==> src/rtl/core/smif_pkg.sv <==
// ----------------------------------------------------------------------------
// smif_pkg: shared types and constants
// Key set sizing, command codes, word structs and the slot hash.
// ----------------------------------------------------------------------------
package smif_pkg;

  localparam int CAPACITY   = 64;
  localparam int KEY_W      = 32;
  localparam int TBL_DEPTH  = 1 << $clog2(CAPACITY);
  localparam int IDX_W      = (TBL_DEPTH > 1) ? $clog2(TBL_DEPTH) : 1;
  localparam int CNT_W      = $clog2(CAPACITY + 1);

  typedef enum logic [1:0] {
    CMD_CLEAR  = 2'd0,
    CMD_INSERT = 2'd1,
    CMD_PROBE  = 2'd2,
    CMD_NOP    = 2'd3
  } cmd_t;

  typedef struct packed {
    cmd_t               command;
    logic signed [31:0] key;
  } in_word_t;

  typedef struct packed {
    logic               hit;
    logic signed [31:0] key_out;
    logic               set_full;
  } out_word_t;

  typedef struct packed {
    logic             wr_en;
    logic [IDX_W-1:0] wr_addr;
    logic [KEY_W-1:0] wr_data;
    logic [IDX_W-1:0] rd_addr;
  } ram_req_t;

  typedef enum logic [1:0] {
    ST_IDLE,
    ST_READ,
    ST_CHECK
  } state_t;

  // xor-fold of the key onto the table index
  function automatic logic [IDX_W-1:0] hash_key(input logic [KEY_W-1:0] k);
    logic [IDX_W-1:0] h;
    h = '0;
    for (int i = 0; i < KEY_W; i++) begin
      h[i % IDX_W] = h[i % IDX_W] ^ k[i];
    end
    return h;
  endfunction

endpackage

==> src/rtl/core/smif_ram.sv <==
// ----------------------------------------------------------------------------
// smif_ram: generic simple dual-port RAM
// One write port, one read port, read data registered.
// ----------------------------------------------------------------------------
module smif_ram #(
  parameter int WIDTH = 32,
  parameter int DEPTH = 64
) (
  input  logic                                  clk,
  input  logic                                  wr_en,
  input  logic [(DEPTH > 1 ? $clog2(DEPTH) : 1)-1:0] wr_addr,
  input  logic [WIDTH-1:0]                      wr_data,
  input  logic [(DEPTH > 1 ? $clog2(DEPTH) : 1)-1:0] rd_addr,
  output logic [WIDTH-1:0]                      rd_data
);

  logic [WIDTH-1:0] mem [DEPTH];

  always_ff @(posedge clk) begin
    if (wr_en) begin
      mem[wr_addr] <= wr_data;
    end
    rd_data <= mem[rd_addr];
  end

endmodule

==> src/rtl/core/smif_engine.sv <==
// ----------------------------------------------------------------------------
// smif_engine: hash table lookup / insert sequencer
// Linear probing over the key RAM; slot valid bits and entry count in flops.
// ----------------------------------------------------------------------------
module smif_engine
  import smif_pkg::*;
(
  input  logic             clk,
  input  logic             rst,
  input  logic             take,
  input  in_word_t         word_in,
  input  logic [KEY_W-1:0] rd_data,
  output logic             busy,
  output logic             fin,
  output out_word_t        res,
  output ram_req_t         req
);

  state_t           state, state_next;
  in_word_t         cur, cur_next;
  logic [IDX_W-1:0] idx, idx_next;
  logic [IDX_W-1:0] steps, steps_next;
  logic [CNT_W-1:0] count, count_next;
  logic             valid [TBL_DEPTH];
  logic             clr_all;
  logic             set_slot;

  logic slot_ok, match, last_slot, room;

  assign slot_ok   = valid[idx];
  assign match     = slot_ok && (rd_data == KEY_W'(cur.key));
  assign last_slot = (steps == IDX_W'(TBL_DEPTH - 1));
  assign room      = (count < CNT_W'(CAPACITY));
  assign busy      = (state != ST_IDLE);

  // next state
  always_comb begin
    state_next = state;
    case (state)
      ST_IDLE: begin
        if (take && (word_in.command inside {CMD_INSERT, CMD_PROBE})) begin
          state_next = ST_READ;
        end
      end
      ST_READ:  state_next = ST_CHECK;
      ST_CHECK: begin
        if (match || !slot_ok || last_slot) begin
          state_next = ST_IDLE;
        end else begin
          state_next = ST_READ;
        end
      end
      default:  state_next = ST_IDLE;
    endcase
  end

  // outputs and datapath next values
  always_comb begin
    fin         = 1'b0;
    res.hit     = 1'b0;
    res.key_out = cur.key;
    res.set_full = 1'b0;
    req.wr_en   = 1'b0;
    req.wr_addr = idx;
    req.wr_data = KEY_W'(cur.key);
    req.rd_addr = idx;
    cur_next    = cur;
    idx_next    = idx;
    steps_next  = steps;
    count_next  = count;
    clr_all     = 1'b0;
    set_slot    = 1'b0;
    case (state)
      ST_IDLE: begin
        if (take) begin
          cur_next    = word_in;
          idx_next    = hash_key(KEY_W'(word_in.key));
          steps_next  = '0;
          res.key_out = word_in.key;
          if (!(word_in.command inside {CMD_INSERT, CMD_PROBE})) begin
            fin = 1'b1;
          end
          if (word_in.command == CMD_CLEAR) begin
            clr_all    = 1'b1;
            count_next = '0;
          end
        end
      end
      ST_READ: ;
      ST_CHECK: begin
        if (match) begin
          fin     = 1'b1;
          res.hit = (cur.command == CMD_PROBE);
        end else if (!slot_ok) begin
          fin = 1'b1;
          if (cur.command == CMD_INSERT) begin
            if (room) begin
              req.wr_en  = 1'b1;
              set_slot   = 1'b1;
              count_next = count + CNT_W'(1);
              res.hit    = 1'b1;
            end else begin
              res.set_full = 1'b1;
            end
          end
        end else if (last_slot) begin
          // wrapped the whole table: it is full, key absent
          fin          = 1'b1;
          res.set_full = (cur.command == CMD_INSERT);
        end else begin
          idx_next   = idx + IDX_W'(1);
          steps_next = steps + IDX_W'(1);
        end
      end
      default: ;
    endcase
  end

  always_ff @(posedge clk) begin
    if (rst) begin
      state <= ST_IDLE;
      count <= '0;
    end else begin
      state <= state_next;
      count <= count_next;
    end
    cur   <= cur_next;
    idx   <= idx_next;
    steps <= steps_next;
  end

  always_ff @(posedge clk) begin
    if (rst || clr_all) begin
      for (int i = 0; i < TBL_DEPTH; i++) begin
        valid[i] <= 1'b0;
      end
    end else if (set_slot) begin
      valid[idx] <= 1'b1;
    end
  end

endmodule

==> src/rtl/core/set_membership_intersection_filter.sv <==
// ----------------------------------------------------------------------------
// set_membership_intersection_filter: hash set of signed keys
// Clear / insert / probe commands, one result word per command word.
// ----------------------------------------------------------------------------
//
//   channel   ports                      handshake
//   -------   ------------------------   -----------------------------------
//   command   request (in_word_t)        taken when start && !busy
//   result    result (out_word_t)        valid for one cycle while done high
//
// Cycles: clear and the unused code take 1 cycle (result word the cycle
//   after). Insert and probe visit each table slot in a RAM read state, then
//   a compare state, and end with the result register. The key RAM's
//   registered read is why every slot visit needs its own read state.
// Reset: synchronous; empties the set (slot valid flops, entry count).
// Stalls: none on the result side; the engine is free for a new word
//   in the same cycle its previous result sits on the result ports.
//
module set_membership_intersection_filter
  import smif_pkg::*;
(
  input  logic      clk,
  input  logic      rst,
  input  logic      start,
  output logic      busy,
  input  in_word_t  request,
  output logic      done,
  output out_word_t result
);

  logic             take;
  logic             fin;
  out_word_t        res;
  ram_req_t         req;
  logic [KEY_W-1:0] rd_data;

  assign take = start && !busy;

  // key store: every slot is read; a key only counts while its valid flop is set
  smif_ram #(
    .WIDTH (KEY_W),
    .DEPTH (TBL_DEPTH)
  ) u_keys (
    .clk     (clk),
    .wr_en   (req.wr_en),
    .wr_addr (req.wr_addr),
    .wr_data (req.wr_data),
    .rd_addr (req.rd_addr),
    .rd_data (rd_data)
  );

  // probe sequencer: hash, linear probe, insert at first empty slot
  smif_engine u_engine (
    .clk     (clk),
    .rst     (rst),
    .take    (take),
    .word_in (request),
    .rd_data (rd_data),
    .busy    (busy),
    .fin     (fin),
    .res     (res),
    .req     (req)
  );

  // result register: one-cycle strobe
  always_ff @(posedge clk) begin
    if (rst) begin
      done <= 1'b0;
    end else begin
      done <= fin;
    end
    if (fin) begin
      result <= res;
    end
  end

endmodule

==> config.mk <==
export PLATFORM = sky130hd
export DESIGN_NAME = set_membership_intersection_filter
export DESIGN_NICKNAME = d
export VERILOG_FILES = /design/src/rtl/core/smif_pkg.sv /design/src/rtl/core/smif_ram.sv /design/src/rtl/core/smif_engine.sv /design/src/rtl/core/set_membership_intersection_filter.sv
export SDC_FILE = /design/constraint.sdc
export NUM_CORES = 2
export LEC_CHECK = 0
export ABC_AREA = 0
export BUFFER_PORTS_ARGS = -buffer_cell sky130_fd_sc_hd__buf_2
export CORE_ASPECT_RATIO = 1.2
export CORE_UTILIZATION = 60
export CTS_CLUSTER_DIAMETER = 100
export DETAILED_ROUTE_END_ITERATION = 16
export PLACE_DENSITY = 0.8
export SKIP_CTS_REPAIR_TIMING = 1
export SYNTH_ARGS = -nofsm -noshare
export SYNTH_HDL_FRONTEND = slang
export SYNTH_HIERARCHICAL = 1
export SYNTH_SLANG_ARGS = --single-unit
==> constraint.sdc <==
create_clock -name clk -period 5.8 [get_ports clk]
set_clock_uncertainty 0.05 [all_clocks]
set_input_delay 0.29 -clock clk [delete_from_list [all_inputs] [get_ports clk]]
set_output_delay 0.29 -clock clk [all_outputs]
set_load 0.1 [all_outputs]
==> summary.txt <==
Setup path
  – Worst path slowest cell: dfxtp_1
  – Critical path arrival: 5.48 ns
  – Max Fanout on Critical Path: 22
  – Critical path type: flip-flop to flip-flop
  – CP bufs+invs: 3
  – Setup slack, reg-to-reg: 0.77 ns
  – Slowest stage delay, CP: 0.92 ns
  – Worst-path cell chain: mux4_2 -> mux2i_1 -> o2111ai_1 -> a22o_4 -> nor3_2 -> buf_4 -> nor2b_1 -> nand2_1 -> buf_4 -> nor2_4 -> buf_4
  – Startpoint Class: flip-flop
  – Crit path max-delay family: simple AND/OR/NAND/NOR gates
  – Worst Setup End Kind: flip-flop
  – Worst Path Required: 6.25 ns
  – Most common cell on crit path: buf_4

GRT
  – Pin count of the biggest net entering global routing: 126
  – Vias in the first global route: 43,940
  – Initial antenna violation count: 18
  – First-pass GRT wire length: 320,000 um
  – Grt ovf: 0
  – All-Layer GR Usage: 31.50%

Placed design
  – Gpl congestion: 0.9128
  – Cell total after placement: 5,764
  – IO buf count: 72
  – Placed inst area: 89,470 um2
  – Post-DP HPWL: 122,200 um

Power and ir drop
  – Peak supply drop: 0.3861 mV
  – Leak Pwr: 0.03046 uW
  – Pwr dens: 390.9 nW/um2

Clock tree
  – Worst-path clk slew: 0.07 ns
  – H-tree depth: 4
  – CTS Buf Count: 200
  – Clk buf depth: 3
  – CTS tree: done
  – Worst skew pair latency: 0.84 ns
  – CTS sink count: 2,240
  – Root Driver: clkbuf_16

Floorplan
  – Core Footprint: 141,700 um2
  – Die height: 416.7 um
  – Starting Density: 60.69%
  – Die span in x: 347.6 um
  – Row Count: 151
  – Die area: 144,800 um2
  – # IOs: 73

Synthesis
  – Compound-cell area share of the yosys netlist: 2.380%
  – Largest cells by area after synthesis: edfxtp_1 74%, mux4_2 15%, dfxtp_1 2.6%
  – Post-synthesis async set-or-reset flop share: 0%
  – Adder-cell share of the synthesized area: 0.05820%
  – Synth Area in XOR/XNOR: 0.6620%
  – Yosys top cell area share: 74.31%
  – Largest family of logic cells by synthesized area: multiplexers
  – Biggest area consumer among synthesized cells: edfxtp_1
  – Syn Inst Count: 3,932
  – Top FF cell, synth: edfxtp_1
  – Mux share of post-synthesis cell area: 16.33%
  – Synth unique cells: 63
  – Post-synth EDFFs: 2,128
  – Post-Syn Area: 85,990 um2
  – Synthesized area per cell: 21.87 um2
  – Post-synthesis sequential area ratio: 76.92%
  – Synth warn: 6
  – Syn nets: 3,973
  – Post-Synth Simple-Gate Area: 2.049%
  – FF+latch count, synth: 2,240

Final layout
  – Post-layout util: 68.23%
  – Most frequent cells in the layout: 2,128 x edfxtp_1, 559 x mux4_2, 206 x clkbuf_16
  – Fill count: 7,989
  – Most common cell after layout, fill and taps aside: edfxtp_1
  – Final net count: 4,206
  – Layout cells sized above 1: 28.18%
  – Post-Layout Inst Area: 96,670 um2
  – Non-filler cells, final: 6,182
  – P&R area growth vs syn: 12.42%

Drt
  – DRC viols: 0
  – Initial DRT Pass Iterations: 8
  – WL final: 226,600 um
  – Antenna Violating Nets Remaining: 0
  – Vias: 44,150
  – Iter 0 DRT Violations: 6,482
  – Routed len/inst: 36.65 um
  – Via density: 7.142

Timing
  – Final Hold Fails: 0
  – Max Transition Viols Final: 0
  – RSZ-0062 raised after global routing: false
  – # setup viols final: 0
  – Worst Tran Pin Value: 1.303 ns
  – Relative slew slack: 12.56%
  – Setup_tns: 0 ns
  – Fin crit share: 86.69%
  – Final worst path period need: 5.028 ns
  – Maximum clock frequency: 198.9 MHz
  – WHS: 0.1646 ns

Flow run
  – Max-cap violations: 0

Outcome
  – Status: finished clean

Min path
  – Worst Hold Class: primary input to flip-flop
synth_stat cells (5+ instances only):
cell	number
edfxtp_1	2128
mux4_2	559
nor2_1	159
dfxtp_1	112
mux2i_1	101
clkbuf_1	92
o22ai_1	85
a21oi_1	69
nand2_1	67
buf_4	64
buf_2	60
xnor2_1	57
a22o_1	39
mux2_2	39
o21ai_0	30
o221ai_1	28
buf_1	26
nor2b_1	18
inv_1	17
nand3_1	15
a22oi_1	13
nand2b_1	12
nand4_1	12
or3_1	12
nor3_1	10
nand3b_1	9
a311oi_1	8
xor2_1	8
buf_6	7
and3_1	6
and2_1	5
o32ai_1	5
or3b_2	5
flip-flops by register name (all words and copies together) (netlist names), named ones only:
name            flops
done                1
result             34
u_engine/count      7
u_engine/cur        2
u_engine/idx        6
u_engine/req       32
u_engine/state      2
u_engine/steps      6
u_engine/valid     64
u_keys/mem       2048
u_keys/rd_data     32
cells by family (layout without fill, tap and decap cells):
family                   after synthesis  after routing
AO/OA/AOI/OAI                        300            300
adder cells (fa/ha/maj)                4              4
XOR/XNOR                              65             65
flip-flops                          2240           2240
buffers and inverters                267            675
multiplexers                         699            699
other                                  0              6
AND/OR/NAND/NOR                      357            357
power by group:
part	switching, uW	total [uW]	leakage, uW	internal (uW)
clock	5940	13900	0.00333	7920
combinational	3560	5640	0.00705	2080
sequential	226	18300	0.0201	18100
total	9730	37800	0.0305	28100
worst paths after layout:
check,startpoint,end,cells past startpoint
setup / recovery,flip-flop,u_keys/mem[28][22],11
hold / removal,request[9],u_engine/req[15],2
setup reg to reg,flip-flop,u_keys/mem[28][22],11
hold reg to reg,u_engine/valid[37],u_engine/valid[37],2
layer usage:
layer	vias up	global-route usage (%)	share of wire, %	routed length, um
met5	-	0	0.080	182
met4	10	16.13	6.1	13840
met3	740	8.176	12	27670
met2	3768	50.63	49	110900
met1	22700	40.08	33	73980
li1	16940	-	-	-
metrics by stage:
stage                     total power [uW]  worst slack (ns)
after floorplan                      22060            0.5005
after global placement               23880             1.014
after detailed placement             23980            0.9512
after CTS                            37690            0.8671
after global routing                 38540            0.5337
final                                37790            0.7719
final cells by class:
cell class,instances,area (um2),share of cell area (%)
Tap cell,1836,2297,2.376
Timing Repair Buffer,281,2330,2.410
Multi-Input combinational cell,1425,18990,19.64
Inverter,17,63.81,0.06601
Clock inverter,119,1416,1.465
Clock buffer,258,5420,5.607
Antenna cell,6,15.01,0.01553
Sequential cell,2240,66140,68.42
No activity file was read; power rests on OpenSTA's default activity.
